<file path="src/hw/rtl/assert_macros.svh">
// ----------------------------------------------------------------------------
// Assertion macros
// Shared concurrent assertion helpers for the RTL.
// ----------------------------------------------------------------------------
`ifndef ASSERT_MACROS_SVH
`define ASSERT_MACROS_SVH

// Property holds at every clock edge outside reset.
`define ASSERT_ALWAYS(label, clk, rst_n, prop, msg) \
    label: assert property (@(posedge clk) disable iff (!rst_n) (prop)) else $error(msg);

// Condition never occurs outside reset.
`define ASSERT_NEVER(label, clk, rst_n, cond, msg) \
    label: assert property (@(posedge clk) disable iff (!rst_n) !(cond)) else $error(msg);

`endif

</file>
<file path="src/hw/rtl/tch_pkg.sv">
// ----------------------------------------------------------------------------
// tch_pkg
// Types, constants and the arctangent table of the tilt-compensated heading.
// ----------------------------------------------------------------------------
`default_nettype none

package tch_pkg;

    localparam int SAMPLE_W             = 16;
    localparam int HEADING_W            = 15;
    localparam int STATUS_W             = 2;
    localparam int ANG_BITS             = 16;
    localparam int CORDIC_STEPS         = 18;
    localparam int STEP_W               = 5;
    localparam int CORDIC_W             = 52;
    localparam int Z_W                  = 27;
    localparam int ZPOS_W               = 25;
    localparam int QUOT_W               = 16;
    localparam int NUM_CFG              = 6;
    localparam int CFG_ADDR_W           = 5;
    localparam int CFG_IDX_W            = 3;
    localparam int APB_DATA_W           = 32;
    localparam int DEF_HEADING_FRAC_BITS = 6;
    localparam int DEF_QUEUE_DEPTH      = 2;

    localparam logic signed [Z_W-1:0] HALF_TURN = 27'sd11796480;
    localparam logic signed [Z_W-1:0] FULL_TURN = 27'sd23592960;

    localparam logic signed [CORDIC_W-1:0] NORM_COARSE =
        CORDIC_W'(64'h0000_0080_0000_0000);
    localparam logic signed [CORDIC_W-1:0] NORM_TARGET =
        CORDIC_W'(64'h0000_4000_0000_0000);

    localparam logic signed [SAMPLE_W-1:0] CAL_POS_SAT = 16'sh7FFF;
    localparam logic signed [SAMPLE_W-1:0] CAL_NEG_SAT = 16'sh8000;
    localparam logic signed [SAMPLE_W-1:0] CFG_MIN_RESET = -16'sd2048;
    localparam logic signed [SAMPLE_W-1:0] CFG_MAX_RESET = 16'sd2047;

    localparam logic [CFG_IDX_W-1:0] REG_MAG_X_MIN = 3'd0;
    localparam logic [CFG_IDX_W-1:0] REG_MAG_X_MAX = 3'd1;
    localparam logic [CFG_IDX_W-1:0] REG_MAG_Y_MIN = 3'd2;
    localparam logic [CFG_IDX_W-1:0] REG_MAG_Y_MAX = 3'd3;
    localparam logic [CFG_IDX_W-1:0] REG_MAG_Z_MIN = 3'd4;
    localparam logic [CFG_IDX_W-1:0] REG_MAG_Z_MAX = 3'd5;

    typedef enum logic [STATUS_W-1:0] {
        STAT_OK       = 2'd0,
        STAT_SPAN     = 2'd1,
        STAT_ZERO_VEC = 2'd2
    } t_status;

    typedef struct packed {
        logic signed [SAMPLE_W-1:0] mag_x_min;
        logic signed [SAMPLE_W-1:0] mag_x_max;
        logic signed [SAMPLE_W-1:0] mag_y_min;
        logic signed [SAMPLE_W-1:0] mag_y_max;
        logic signed [SAMPLE_W-1:0] mag_z_min;
        logic signed [SAMPLE_W-1:0] mag_z_max;
    } t_cfg;

    typedef struct packed {
        logic signed [SAMPLE_W-1:0] cal_x;
        logic signed [SAMPLE_W-1:0] cal_y;
        logic signed [SAMPLE_W-1:0] cal_z;
        logic signed [SAMPLE_W-1:0] accel_x;
        logic signed [SAMPLE_W-1:0] accel_y;
        logic signed [SAMPLE_W-1:0] accel_z;
        t_status                    status;
    } t_cal_item;

    // Arctangent of 2^-i in units of 2^-16 degree.
    function automatic logic signed [Z_W-1:0] atan_entry(input logic [STEP_W-1:0] idx);
        logic signed [Z_W-1:0] v;
        case (idx)
            5'd0:    v = 27'sd2949120;
            5'd1:    v = 27'sd1740967;
            5'd2:    v = 27'sd919879;
            5'd3:    v = 27'sd466945;
            5'd4:    v = 27'sd234379;
            5'd5:    v = 27'sd117304;
            5'd6:    v = 27'sd58666;
            5'd7:    v = 27'sd29335;
            5'd8:    v = 27'sd14668;
            5'd9:    v = 27'sd7334;
            5'd10:   v = 27'sd3667;
            5'd11:   v = 27'sd1833;
            5'd12:   v = 27'sd917;
            5'd13:   v = 27'sd458;
            5'd14:   v = 27'sd229;
            5'd15:   v = 27'sd115;
            5'd16:   v = 27'sd57;
            5'd17:   v = 27'sd29;
            default: v = '0;
        endcase
        return v;
    endfunction

endpackage

`default_nettype wire

</file>
<file path="src/hw/rtl/tch_queue.sv">
// ----------------------------------------------------------------------------
// tch_queue
// Small FIFO of calibrated samples between the front and back sections.
// ----------------------------------------------------------------------------
`default_nettype none

module tch_queue #(
    parameter int DEPTH = tch_pkg::DEF_QUEUE_DEPTH
) (
    input  wire                i_clk,
    input  wire                i_rst_n,
    input  wire                i_push,
    input  tch_pkg::t_cal_item i_item,
    output logic               o_full,
    input  wire                i_pop,
    output tch_pkg::t_cal_item o_item,
    output logic               o_empty
);

    localparam int PTR_W = (DEPTH > 1) ? $clog2(DEPTH) : 1;
    localparam int CNT_W = $clog2(DEPTH + 1);

    tch_pkg::t_cal_item r_mem [DEPTH];
    logic [PTR_W-1:0]   r_wr;
    logic [PTR_W-1:0]   r_rd;
    logic [CNT_W-1:0]   r_count;
    logic               s_wr_en;
    logic               s_rd_en;

    assign o_full  = (r_count == CNT_W'(DEPTH));
    assign o_empty = (r_count == '0);
    assign s_wr_en = i_push && !o_full;
    assign s_rd_en = i_pop && !o_empty;
    assign o_item  = r_mem[r_rd];

    always_ff @(posedge i_clk) begin
        if (!i_rst_n) begin
            r_wr    <= '0;
            r_rd    <= '0;
            r_count <= '0;
        end else begin
            if (s_wr_en) begin
                r_wr <= (r_wr == PTR_W'(DEPTH - 1)) ? '0 : r_wr + 1'b1;
            end
            if (s_rd_en) begin
                r_rd <= (r_rd == PTR_W'(DEPTH - 1)) ? '0 : r_rd + 1'b1;
            end
            if (s_wr_en && !s_rd_en) begin
                r_count <= r_count + 1'b1;
            end else if (s_rd_en && !s_wr_en) begin
                r_count <= r_count - 1'b1;
            end
        end
    end

    always_ff @(posedge i_clk) begin
        if (s_wr_en) begin
            r_mem[r_wr] <= i_item;
        end
    end

endmodule

`default_nettype wire

</file>
<file path="config.mk">
export PLATFORM = sky130hd
export DESIGN_NAME = tch_queue
export DESIGN_NICKNAME = d
export VERILOG_FILES = /design/src/hw/rtl/assert_macros.svh /design/src/hw/rtl/tch_pkg.sv /design/src/hw/rtl/tch_queue.sv
export SDC_FILE = /design/constraint.sdc
export NUM_CORES = 1
export LEC_CHECK = 0
export BUFFER_PORTS_ARGS = -buffer_cell sky130_fd_sc_hd__clkbuf_2
export CAP_MARGIN = 15
export CORE_MARGIN = 4
export CORE_UTILIZATION = 58
export CTS_BUF_LIST = sky130_fd_sc_hd__clkbuf_8
export DETAILED_ROUTE_END_ITERATION = 8
export GPL_TIMING_DRIVEN = 0
export MAX_ROUTING_LAYER = met4
export PLACE_DENSITY = 0.89
export RECOVER_POWER = 50
export SYNTH_ARGS = -nofsm -noshare
export SYNTH_HDL_FRONTEND = slang
export SYNTH_SLANG_ARGS = --single-unit
</file>
<file path="constraint.sdc">
create_clock -name i_clk -period 8.2 [get_ports i_clk]
set_clock_uncertainty 0.15 [all_clocks]
set_input_delay 0.82 -clock i_clk [delete_from_list [all_inputs] [get_ports i_clk]]
set_output_delay 0.82 -clock i_clk [all_outputs]
set_load 0.01 [all_outputs]
</file>
==> results.json <==
{
  "postCtsHoldBufs": 0,
  "antenna_found_initial": 0,
  "syn_nets": 433,
  "ys_warn_count": 0,
  "gp_congestion": 0.707,
  "synth.area.top_cells": "edfxtp_1, mux2_2, mux2_4",
  "stdcell_area_um2": 9240,
  "seqCellArea_um2": 5990,
  "clkTransAtPathRegs_ns": 0.06,
  "n_antenna_cell": 0,
  "outcome": "finished, violations left",
  "clock_path_buffers": 3,
  "ys.flop_type": "edfxtp_1",
  "hold_class": "in2reg",
  "layout_min_cycle_time_ns": 3.34,
  "portBuffers": 201,
  "min_period_over_period_pct": 40.7,
  "yosysSeqAreaShare_pct": 81.1,
  "clock_latency_ns": 0.54,
  "max_freq_mhz": 299,
  "worst_ep_required_time_ns": 8.27,
  "netlist.top_cell.by_area": "edfxtp_1",
  "cts_inserted_buffers": 31,
  "syn_avg_cell_area_um2": 22.4,
  "area_growth_pct": 25.2,
  "setup_viol": 0,
  "setup-tns-final_ns": 0,
  "async_flop_share_pct": 0,
  "post-place-ws_ns": 5.62,
  "crit_chain": "nand2b_1, inv_1, nor3_1, buf_8, buf_16",
  "syn_inst": 330,
  "path_class": "reg2reg",
  "dieArea_um2": 14600,
  "cts_setup_buffers": 0,
  "multi_input_area_um2": 1300,
  "die_y_um": 121,
  "overflow": 0,
  "place_hpwl_mm": 9.93,
  "start_kind": "register",
  "wl_per_cell_um": 19.0,
  "layout.nets": 674,
  "grt_max_degree": 69,
  "drtIter0Drc": 226,
  "synth_top_cell_area_share_pct": 79.8,
  "ys_seq_elements": 201,
  "powerDensity_nw_per_um2": 311,
  "drive_gt1_share_pct": 46.8,
  "ioPinCount": 202,
  "core_um2": 12200,
  "startpoint": "r_count[0]$_SDFFE_PN0P_",
  "syn_area_um2": 7380,
  "cp_max_fo": 17,
  "reg2reg_from": "r_count[0]$_SDFFE_PN0P_",
  "post_cts_resized": 0,
  "fin_total_pwr_mw": 2.87,
  "p_leak_nw": 3.43,
  "synth_common_cells": "edfxtp_1, mux2_2, mux2_4",
  "drt_pass1_iterations": 4,
  "grt_setup_unrepaired": "false",
  "arrival_ns": 3.41,
  "slowest_stage": "nor3_1",
  "synth_edf_count": 196,
  "place_area_um2": 8760,
  "worst_slack_ns": 4.86,
  "slowest_delay_ns": 1.76,
  "ant_nets": 0,
  "slew_violations": 39,
  "rows": 40,
  "cts.sinks": 201,
  "ir_worst_vdd_uv": 291,
  "initial_core_util_pct": 60.4,
  "worst_pin_slew_ns": 2.35,
  "drv_cap": 2,
  "drc": 0,
  "fillers": 783,
  "track_usage_pct": 20.5,
  "violations": "capacitance limit, slew limit",
  "fin_util_pct": 75.7,
  "grt_pass1_vias": 4294,
  "synth_most_common_cell": "edfxtp_1",
  "die_w_um": 121,
  "vias": 3905,
  "htree_levels": 1,
  "ys_types": 22,
  "end_kind": "register",
  "cts-root-buf": "clkbuf_8",
  "hold_violations": 0,
  "relSlewSlack_pct": -58.1,
  "routed_wirelength_mm": 14.5,
  "cts_tree": "yes",
  "worstHoldStart": "i_item[51]",
  "via_per_inst": 5.11,
  "grt_pass1_wl_mm": 22.7
}
[placed cells by master, fill, tap and decap left out, types with 2 or more instances in the layout]
| master | netlist | final |
|---|---|---|
| nor2_1 | 2 | 2 |
| dfxtp_1 | 5 | 5 |
| buf_8 | 0 | 3 |
| and2_1 | 3 | 2 |
| mux2_4 | 20 | 20 |
| buf_16 | 0 | 4 |
| o21ai_0 | 1 | 2 |
| clkinv_2 | 0 | 5 |
| clkbuf_8 | 0 | 31 |
| xnor2_1 | 2 | 2 |
| mux2_2 | 78 | 78 |
| edfxtp_1 | 196 | 196 |
| buf_6 | 4 | 4 |
| a21boi_0 | 1 | 2 |
| bufinv_16 | 0 | 2 |
| clkbuf_2 | 0 | 124 |
| buf_2 | 7 | 7 |
| inv_1 | 1 | 12 |
| clkinv_1 | 0 | 9 |
| clkbuf_1 | 0 | 77 |
[path summary, 6_finish.rpt]
kind,slack [ns],cells after the start,to
max,4.86,5,r_mem[0][25]$_DFFE_PP_
min,0.32,1,r_mem[1][51]$_DFFE_PP_
max reg2reg,4.86,5,r_mem[0][25]$_DFFE_PP_
min reg2reg,0.39,2,r_count[1]$_SDFFE_PN0P_
[sequential cells by signal, indices dropped and copies added (netlist names), named ones only]
signal and count:
r_count 2, r_rd 1, r_wr 1, r_mem 196
[power breakdown]
part	internal [mW]	switching (mW)
sequential	1.29	0.0362
clock	0.416	0.361
combinational	0.373	0.398
total	2.08	0.795
[through the flow]
step           cells  hold slack, ns
4_1_cts          764           0.286
2_1_floorplan    330           0.333
3_5_place_dp     706           0.381
3_3_place_gp     699           0.347
6_report         764           0.318
5_1_grt          764           0.280
[logic make-up (layout without fill, tap and decap cells)]
kind of cell	after synthesis	count (layout)	synth area share [%]
xor gates and xnor gates	3	3	0.356
AOI/OAI and AO/OA	5	5	0.441
DFF	201	201	81.1
and+or+nand+nor	9	9	0.746
muxes	98	98	16.0
buffers and inverters	13	279	1.19
adders and majority gates	1	1	0.170
[metal layers]
metal | share of wire, % | GRT usage (%) | up-vias
li1 | - | - | 1803
met1 | 36 | 23.0 | 1917
met2 | 53 | 36.7 | 161
met3 | 8.4 | 5.71 | 24
met4 | 1.7 | 4.96 | 0
met5 | 0 | - | -
[final cells by class]
class / count / share of cell area [%]
flip-flops and latches: 201 / 64.8
multi-input cells: 116 / 14.1
repair buffers: 208 / 11.5
clock buffers: 31 / 4.62
well taps: 168 / 2.28
clock inverters: 27 / 1.77
plain buffers: 11 / 0.867
inverters: 2 / 0.0813
[worst max-delay path, delay by kind of cell (launching register included)]
kind                   cells  cell delay (ns)
flip-flops                 1             0.42
AND/OR/NAND/NOR            2             1.94
buffers and inverters      3             0.50
Power figures use the tool's default switching activity.
