--- src/hw/rtl/assert_macros.svh ---
// ----------------------------------------------------------------------------
// Assertion macros
// Shared concurrent assertion helpers for the RTL.
// ----------------------------------------------------------------------------
`ifndef ASSERT_MACROS_SVH
`define ASSERT_MACROS_SVH

// Property holds at every clock edge outside reset.
`define ASSERT_ALWAYS(label, clk, rst_n, prop, msg) \
    label: assert property (@(posedge clk) disable iff (!rst_n) (prop)) else $error(msg);

// Condition never occurs outside reset.
`define ASSERT_NEVER(label, clk, rst_n, cond, msg) \
    label: assert property (@(posedge clk) disable iff (!rst_n) !(cond)) else $error(msg);

`endif

--- src/hw/rtl/tch_pkg.sv ---
// ----------------------------------------------------------------------------
// tch_pkg
// Types, constants and the arctangent table of the tilt-compensated heading.
// ----------------------------------------------------------------------------
`default_nettype none

package tch_pkg;

    localparam int SAMPLE_W             = 16;
    localparam int HEADING_W            = 15;
    localparam int STATUS_W             = 2;
    localparam int ANG_BITS             = 16;
    localparam int CORDIC_STEPS         = 18;
    localparam int STEP_W               = 5;
    localparam int CORDIC_W             = 52;
    localparam int Z_W                  = 27;
    localparam int ZPOS_W               = 25;
    localparam int QUOT_W               = 16;
    localparam int NUM_CFG              = 6;
    localparam int CFG_ADDR_W           = 5;
    localparam int CFG_IDX_W            = 3;
    localparam int APB_DATA_W           = 32;
    localparam int DEF_HEADING_FRAC_BITS = 6;
    localparam int DEF_QUEUE_DEPTH      = 2;

    localparam logic signed [Z_W-1:0] HALF_TURN = 27'sd11796480;
    localparam logic signed [Z_W-1:0] FULL_TURN = 27'sd23592960;

    localparam logic signed [CORDIC_W-1:0] NORM_COARSE =
        CORDIC_W'(64'h0000_0080_0000_0000);
    localparam logic signed [CORDIC_W-1:0] NORM_TARGET =
        CORDIC_W'(64'h0000_4000_0000_0000);

    localparam logic signed [SAMPLE_W-1:0] CAL_POS_SAT = 16'sh7FFF;
    localparam logic signed [SAMPLE_W-1:0] CAL_NEG_SAT = 16'sh8000;
    localparam logic signed [SAMPLE_W-1:0] CFG_MIN_RESET = -16'sd2048;
    localparam logic signed [SAMPLE_W-1:0] CFG_MAX_RESET = 16'sd2047;

    localparam logic [CFG_IDX_W-1:0] REG_MAG_X_MIN = 3'd0;
    localparam logic [CFG_IDX_W-1:0] REG_MAG_X_MAX = 3'd1;
    localparam logic [CFG_IDX_W-1:0] REG_MAG_Y_MIN = 3'd2;
    localparam logic [CFG_IDX_W-1:0] REG_MAG_Y_MAX = 3'd3;
    localparam logic [CFG_IDX_W-1:0] REG_MAG_Z_MIN = 3'd4;
    localparam logic [CFG_IDX_W-1:0] REG_MAG_Z_MAX = 3'd5;

    typedef enum logic [STATUS_W-1:0] {
        STAT_OK       = 2'd0,
        STAT_SPAN     = 2'd1,
        STAT_ZERO_VEC = 2'd2
    } t_status;

    typedef struct packed {
        logic signed [SAMPLE_W-1:0] mag_x_min;
        logic signed [SAMPLE_W-1:0] mag_x_max;
        logic signed [SAMPLE_W-1:0] mag_y_min;
        logic signed [SAMPLE_W-1:0] mag_y_max;
        logic signed [SAMPLE_W-1:0] mag_z_min;
        logic signed [SAMPLE_W-1:0] mag_z_max;
    } t_cfg;

    typedef struct packed {
        logic signed [SAMPLE_W-1:0] cal_x;
        logic signed [SAMPLE_W-1:0] cal_y;
        logic signed [SAMPLE_W-1:0] cal_z;
        logic signed [SAMPLE_W-1:0] accel_x;
        logic signed [SAMPLE_W-1:0] accel_y;
        logic signed [SAMPLE_W-1:0] accel_z;
        t_status                    status;
    } t_cal_item;

    // Arctangent of 2^-i in units of 2^-16 degree.
    function automatic logic signed [Z_W-1:0] atan_entry(input logic [STEP_W-1:0] idx);
        logic signed [Z_W-1:0] v;
        case (idx)
            5'd0:    v = 27'sd2949120;
            5'd1:    v = 27'sd1740967;
            5'd2:    v = 27'sd919879;
            5'd3:    v = 27'sd466945;
            5'd4:    v = 27'sd234379;
            5'd5:    v = 27'sd117304;
            5'd6:    v = 27'sd58666;
            5'd7:    v = 27'sd29335;
            5'd8:    v = 27'sd14668;
            5'd9:    v = 27'sd7334;
            5'd10:   v = 27'sd3667;
            5'd11:   v = 27'sd1833;
            5'd12:   v = 27'sd917;
            5'd13:   v = 27'sd458;
            5'd14:   v = 27'sd229;
            5'd15:   v = 27'sd115;
            5'd16:   v = 27'sd57;
            5'd17:   v = 27'sd29;
            default: v = '0;
        endcase
        return v;
    endfunction

endpackage

`default_nettype wire

--- src/hw/rtl/tch_front.sv ---
// ----------------------------------------------------------------------------
// tch_front
// Takes raw samples and calibrates the three magnetometer axes with a
// shared-schedule restoring divider, one quotient bit per cycle.
// ----------------------------------------------------------------------------
`default_nettype none

module tch_front (
    input  wire                              i_clk,
    input  wire                              i_rst_n,
    input  tch_pkg::t_cfg                    i_cfg,
    input  wire                              i_push,
    output logic                             o_full,
    input  wire signed [tch_pkg::SAMPLE_W-1:0] i_accel_x,
    input  wire signed [tch_pkg::SAMPLE_W-1:0] i_accel_y,
    input  wire signed [tch_pkg::SAMPLE_W-1:0] i_accel_z,
    input  wire signed [tch_pkg::SAMPLE_W-1:0] i_mag_x,
    input  wire signed [tch_pkg::SAMPLE_W-1:0] i_mag_y,
    input  wire signed [tch_pkg::SAMPLE_W-1:0] i_mag_z,
    output logic                             o_q_push,
    output tch_pkg::t_cal_item               o_q_item,
    input  wire                              i_q_full
);

    typedef enum logic [2:0] {
        F_IDLE = 3'b001,
        F_DIV  = 3'b010,
        F_PUSH = 3'b100
    } t_fstate;

    localparam int AN_W  = 32;
    localparam int REM_W = 33;
    localparam int DSH_W = 31;

    t_fstate r_state, n_state;

    logic                              r_hold_valid;
    logic signed [tch_pkg::SAMPLE_W-1:0] r_hold_acc [3];
    logic signed [tch_pkg::SAMPLE_W-1:0] r_hold_mag [3];

    logic signed [tch_pkg::SAMPLE_W-1:0] r_acc [3];
    logic [REM_W-1:0]                  r_rem [3];
    logic [DSH_W-1:0]                  r_dsh [3];
    logic [tch_pkg::QUOT_W-1:0]        r_quot [3];
    logic                              r_neg [3];
    logic                              r_span_err;
    logic [3:0]                        r_step;

    logic signed [tch_pkg::SAMPLE_W-1:0] s_lo [3];
    logic signed [tch_pkg::SAMPLE_W-1:0] s_hi [3];
    logic [16:0]                       s_span [3];
    logic [16:0]                       s_diff [3];
    logic [18:0]                       s_t [3];
    logic [18:0]                       s_t_neg [3];
    logic [16:0]                       s_span_neg [3];
    logic [15:0]                       s_ad [3];
    logic [AN_W-1:0]                   s_an [3];
    logic [REM_W-1:0]                  s_num [3];
    logic                              s_neg [3];
    logic                              s_span_zero;
    logic signed [tch_pkg::SAMPLE_W-1:0] s_cal [3];
    logic                              s_accept;
    logic                              s_load;

    assign s_lo[0] = i_cfg.mag_x_min;
    assign s_hi[0] = i_cfg.mag_x_max;
    assign s_lo[1] = i_cfg.mag_y_min;
    assign s_hi[1] = i_cfg.mag_y_max;
    assign s_lo[2] = i_cfg.mag_z_min;
    assign s_hi[2] = i_cfg.mag_z_max;

    assign s_accept = i_push && !r_hold_valid;
    assign o_full   = r_hold_valid;
    assign s_load   = (r_state == F_IDLE) && r_hold_valid;

    // Numerator (2*(m - min) - span) * 2^14 and its rounding offset.
    always_comb begin
        s_span_zero = 1'b0;
        for (int k = 0; k < 3; k++) begin
            s_span[k]     = {s_hi[k][15], s_hi[k]} - {s_lo[k][15], s_lo[k]};
            s_diff[k]     = {r_hold_mag[k][15], r_hold_mag[k]} - {s_lo[k][15], s_lo[k]};
            s_t[k]        = {s_diff[k][16], s_diff[k], 1'b0}
                            - {{2{s_span[k][16]}}, s_span[k]};
            s_t_neg[k]    = -s_t[k];
            s_span_neg[k] = -s_span[k];
            s_neg[k]      = s_t[k][18] ^ s_span[k][16];
            s_ad[k]       = s_span[k][16] ? s_span_neg[k][15:0] : s_span[k][15:0];
            s_an[k]       = {(s_t[k][18] ? s_t_neg[k][17:0] : s_t[k][17:0]), 14'b0};
            s_num[k]      = {1'b0, s_an[k]} + {18'b0, s_ad[k][15:1]};
            if (s_span[k] == 17'd0) begin
                s_span_zero = 1'b1;
            end
        end
    end

    // A set top quotient bit means the result is beyond the Q2.14 range.
    always_comb begin
        for (int k = 0; k < 3; k++) begin
            if (r_quot[k][tch_pkg::QUOT_W-1]) begin
                s_cal[k] = r_neg[k] ? tch_pkg::CAL_NEG_SAT : tch_pkg::CAL_POS_SAT;
            end else if (r_neg[k]) begin
                s_cal[k] = -$signed({1'b0, r_quot[k][tch_pkg::QUOT_W-2:0]});
            end else begin
                s_cal[k] = $signed({1'b0, r_quot[k][tch_pkg::QUOT_W-2:0]});
            end
        end
    end

    always_comb begin
        n_state = r_state;
        unique case (r_state)
            F_IDLE: begin
                if (r_hold_valid) begin
                    n_state = F_DIV;
                end
            end
            F_DIV: begin
                if (r_step == 4'd0) begin
                    n_state = F_PUSH;
                end
            end
            F_PUSH: begin
                if (!i_q_full) begin
                    n_state = F_IDLE;
                end
            end
        endcase
    end

    assign o_q_push          = (r_state == F_PUSH) && !i_q_full;
    assign o_q_item.cal_x    = s_cal[0];
    assign o_q_item.cal_y    = s_cal[1];
    assign o_q_item.cal_z    = s_cal[2];
    assign o_q_item.accel_x  = r_acc[0];
    assign o_q_item.accel_y  = r_acc[1];
    assign o_q_item.accel_z  = r_acc[2];
    assign o_q_item.status   = r_span_err ? tch_pkg::STAT_SPAN : tch_pkg::STAT_OK;

    always_ff @(posedge i_clk) begin
        if (!i_rst_n) begin
            r_state      <= F_IDLE;
            r_hold_valid <= 1'b0;
        end else begin
            r_state <= n_state;
            if (s_accept) begin
                r_hold_valid <= 1'b1;
            end else if (s_load) begin
                r_hold_valid <= 1'b0;
            end
        end
    end

    always_ff @(posedge i_clk) begin
        if (s_accept) begin
            r_hold_acc[0] <= i_accel_x;
            r_hold_acc[1] <= i_accel_y;
            r_hold_acc[2] <= i_accel_z;
            r_hold_mag[0] <= i_mag_x;
            r_hold_mag[1] <= i_mag_y;
            r_hold_mag[2] <= i_mag_z;
        end
        if (s_load) begin
            r_span_err <= s_span_zero;
            r_step     <= 4'd15;
            for (int k = 0; k < 3; k++) begin
                r_acc[k]  <= r_hold_acc[k];
                r_rem[k]  <= s_num[k];
                r_dsh[k]  <= {s_ad[k], 15'b0};
                r_quot[k] <= '0;
                r_neg[k]  <= s_neg[k];
            end
        end else if (r_state == F_DIV) begin
            r_step <= r_step - 4'd1;
            for (int k = 0; k < 3; k++) begin
                if (r_rem[k] >= {2'b0, r_dsh[k]}) begin
                    r_rem[k]  <= r_rem[k] - {2'b0, r_dsh[k]};
                    r_quot[k] <= {r_quot[k][tch_pkg::QUOT_W-2:0], 1'b1};
                end else begin
                    r_quot[k] <= {r_quot[k][tch_pkg::QUOT_W-2:0], 1'b0};
                end
                r_dsh[k] <= r_dsh[k] >> 1;
            end
        end
    end

endmodule

`default_nettype wire

--- config.mk ---
export PLATFORM = sky130hd
export DESIGN_NAME = tch_front
export DESIGN_NICKNAME = d
export VERILOG_FILES = /design/src/hw/rtl/assert_macros.svh /design/src/hw/rtl/tch_pkg.sv /design/src/hw/rtl/tch_front.sv
export SDC_FILE = /design/constraint.sdc
export NUM_CORES = 1
export LEC_CHECK = 0
export BUFFER_PORTS_ARGS = -buffer_cell sky130_fd_sc_hd__buf_2
export CAP_MARGIN = 15
export CELL_PAD_IN_SITES_DETAIL_PLACEMENT = 0
export CELL_PAD_IN_SITES_GLOBAL_PLACEMENT = 1
export CORE_ASPECT_RATIO = 0.9
export CORE_MARGIN = 3
export CORE_UTILIZATION = 45
export CTS_CLUSTER_SIZE = 20
export DETAILED_ROUTE_END_ITERATION = 7
export PLACE_DENSITY = 0.9
export SYNTH_ARGS = -nofsm -noshare
export SYNTH_HDL_FRONTEND = slang
export SYNTH_SLANG_ARGS = --single-unit
--- constraint.sdc ---
create_clock -name i_clk -period 9.8 [get_ports i_clk]
set_input_delay 0.49 -clock i_clk [delete_from_list [all_inputs] [get_ports i_clk]]
set_output_delay 0.49 -clock i_clk [all_outputs]
set_load 0.05 [all_outputs]
==> summary.md <==
| Metric | Value |
|---|---|
| Outcome | `completed` |
| Netlist Area Pre-Place | `about 0.032 mm2` |
| Pin count of the biggest net entering global routing | `between 80 and 90` |
| DR WL/cell | `approximately 17 um` |
| DRC viols | `0` |
| # rows | `91` |
| Post-CTS Resized | `0` |
| Drt pass-1 iters | `5` |
| Clock transition at the registers of the reported paths | `roughly 60 ps` |
| Final worst-path cycle share | `0.674` |
| RSZ-0062 raised after global routing | `false` |
| Achievable Freq | `approximately 0.15 GHz` |
| Area Overhead vs Synth | `12.8%` |
| H-Tree Depth | `2` |
| Placed insts | `roughly 4,600` |
| CTS tree | `built` |
| Slowest stage cell, crit path | `or3b_1` |
| Crit-path max cell delay | `approximately 470 ps` |
| Final Hold Fails | `0` |
| Biggest area consumer among synthesized cells | `edfxtp_1` |
| Non-filler cells, final | `between 4,000 and 5,000` |
| Routability congestion estimate from global placement | `~0.9` |
| CTS Root Cell | `clkbuf_16` |
| Vias/cell | `5.56` |
| Post-synthesis sequential area ratio | `0.375` |
| CP Data Required Time | `a little over 10,000 ps` |
| Startpoint Class | `flip-flop` |
| Crit end category | `flip-flop` |
| CP max FO | `19` |
| Die Span X | `approximately 280 um` |
| Vias | `around 26,000` |
| Initial DRC count | `~1,800` |
| Most area-consuming cells after synthesis | `edfxtp_1 (37%), ha_1 (10%), xnor2_1 (6.2%)` |
| Worst path setup slack after routing | `3190 ps` |
| Cts bufs inserted | `48` |
| YS warnings | `0` |
| Die ar. | `~0.073 mm2` |
| Post-place setup slack | `roughly 2800 ps` |
| Routed Antenna Nets | `0` |
| Antenna violations before repair | `3` |
| Detailed Place HPWL | `between 50 and 60 mm` |
| Post-layout min period | `between 6000 and 7000 ps` |
| Synth top area share | `0.369` |
| Max_slew headroom | `0.163` |
| Hold Path Class | `in2reg` |
| Leak | `14.8 nW` |
| Total GRT Usage | `0.206` |
| Vias in the first global route | `around 25,000` |
| Worst skew pair latency | `around 610 ps` |
| Hold Buf Count CTS | `0` |
| Top Family by Delay on Critical Path | `simple AND/OR/NAND/NOR gates` |
| I/O Pins | `a little under 300` |
| Initial Util | `0.457` |
| Port Buffer Count | `around 290` |
| Post-layout power | `just under 9 mW` |
| Die Y | `roughly 260 um` |
| Main synth FF type | `edfxtp_1` |
| CP arrival | `around 7000 ps` |
| Global-route wire length before repair | `roughly 130 mm` |
| Final setup violation count | `0` |
| Total wire length | `roughly 79 mm` |
| Share of post-route cells with drive strength above 1 | `0.125` |
| Setup TNS | `0 ps` |
| Post-CTS Setup Bufs | `0` |
| Async set or reset register ratio after synthesis | `0` |
| Count of cell types in the netlist | `103` |
| PD cells | `between 200 and 250 mW/mm2` |
| Clock tree sinks | `roughly 400` |
| Flops & latches, synth | `396` |
| Mapped Nets | `around 3,900` |
| Syn Inst Count | `between 3,000 and 4,000` |
| EDFF count, synth | `roughly 390` |
| Final Max Tran Viols | `0` |
| Total global routing overflow | `0` |
| Critical path type | `reg2reg` |
| Max Cap Viol | `0` |
| Worst path buffer plus inverter count | `2` |
| Worst vdd ir | `about 0.16 mV` |
| Actual slew at the worst max-slew pin | `1250 ps` |
| Layout Skew | `31.9 ps` |
| Clock Path Buffers | `3` |
| Core area | `just under 0.07 mm2` |
| Syn avg cell area | `approximately 9.2 um2` |
| Nets | `between 4,000 and 5,000` |
path summary, 6_finish.rpt:
path / start / endpoint / slack (ps) / depth (start not counted)
setup reg to reg: r_hold_mag[0][16] / r_rem[0][61] / 3190 / 31
hold / removal: i_mag_x[14] / r_hold_mag[0][14] / 60 / 1
setup / recovery: r_hold_mag[0][16] / r_rem[0][61] / 3190 / 31
hold reg to reg: r_hold_acc[0][26] / r_acc[0][26] / 400 / 0
report_power, final:
| group | switching, mW | leakage, nW | internal [mW] | total (mW) |
|---|---|---|---|---|
| clock | 0.753 | 0.761 | 1.00 | 1.76 |
| sequential | 0.113 | 3.73 | 2.26 | 2.38 |
| combinational | 2.89 | 10.3 | 1.85 | 4.74 |
sequential cells by signal, summed over array words and instances (netlist names):
signal      count
r_rem          99
r_dsh          93
r_acc          48
r_hold_acc     48
r_hold_mag     48
r_quot         48
r_step          4
r_neg           3
r_state         3
o_full          1
r_span_err      1
cells in the mapped netlist, types with 21 or more instances:
| master | count |
|---|---|
| edfxtp_1 | 387 |
| nor2_1 | 365 |
| a21oi_1 | 282 |
| inv_1 | 267 |
| ha_1 | 253 |
| xnor2_1 | 222 |
| nand2_1 | 203 |
| o21ai_0 | 195 |
| xor2_1 | 117 |
| a21o_1 | 96 |
| clkbuf_1 | 76 |
| nor3_1 | 74 |
| nand3_1 | 63 |
| and2_1 | 60 |
| nand2b_1 | 58 |
| o21a_1 | 47 |
| nor2b_1 | 39 |
| o21bai_1 | 36 |
| a211oi_1 | 33 |
| or3_1 | 32 |
| nor3b_1 | 31 |
| a31oi_1 | 28 |
| o22ai_1 | 27 |
| o31ai_1 | 27 |
| mux2i_1 | 26 |
| nand4_1 | 25 |
| and3_1 | 22 |
| o211ai_1 | 21 |
per-layer routing:
metal	wire, um	global-route usage
met5	11	0
met2	36600	0.340
met3	3420	0.0232
met1	36600	0.286
met4	2160	0.0621
layout by cell type (no fill, tap or decap), types with 33 or more instances in the layout:
cell	Yosys	final
a211oi_1	33	33
a21o_1	96	96
a21oi_1	282	282
and2_1	60	60
buf_2	2	294
clkbuf_16	0	49
edfxtp_1	387	387
ha_1	253	253
inv_1	267	266
nand2_1	203	202
nand2b_1	58	58
nand3_1	63	63
nor2_1	365	365
nor2b_1	39	38
nor3_1	74	72
o21a_1	47	47
o21ai_0	195	195
o21bai_1	36	36
xnor2_1	222	222
xor2_1	117	117
through the flow:
| step | hold slack [ps] | util | cell area (um2) |
|---|---|---|---|
| floorplan | 400 | - | 31500 |
| global placement | 400 | 0.493 | 34000 |
| detailed placement | 405 | 0.493 | 34000 |
| CTS | 15.7 | 0.516 | 35500 |
| global route | 25.5 | 0.516 | 35500 |
| finish | 59.1 | 0.516 | 35500 |
area by class of cell:
class,count,area (um2)
antenna,3,7.51
sequential,396,11800
inverter,267,1000
tap,930,1160
fill,6456,33400
multi-input combinational,2670,18400
clock buffer,58,1300
clock inverter,30,259
timing repair buffer,309,1580
cell families (layout without fill, tap and decap cells):
| kind of cell | Yosys count | in the layout | share of synthesized area |
|---|---|---|---|
| buf+inv | 356 | 664 | 0.0428 |
| other cells | 1 | 4 | 0.000119 |
| mux | 40 | 40 | 0.0133 |
| compound gates | 948 | 948 | 0.195 |
| simple gates | 1072 | 1072 | 0.169 |
| fa+ha+maj | 266 | 266 | 0.108 |
| xor+xnor | 343 | 343 | 0.0969 |
| flops | 396 | 396 | 0.375 |
Note: power is estimated with default switching activity, not from simulation.
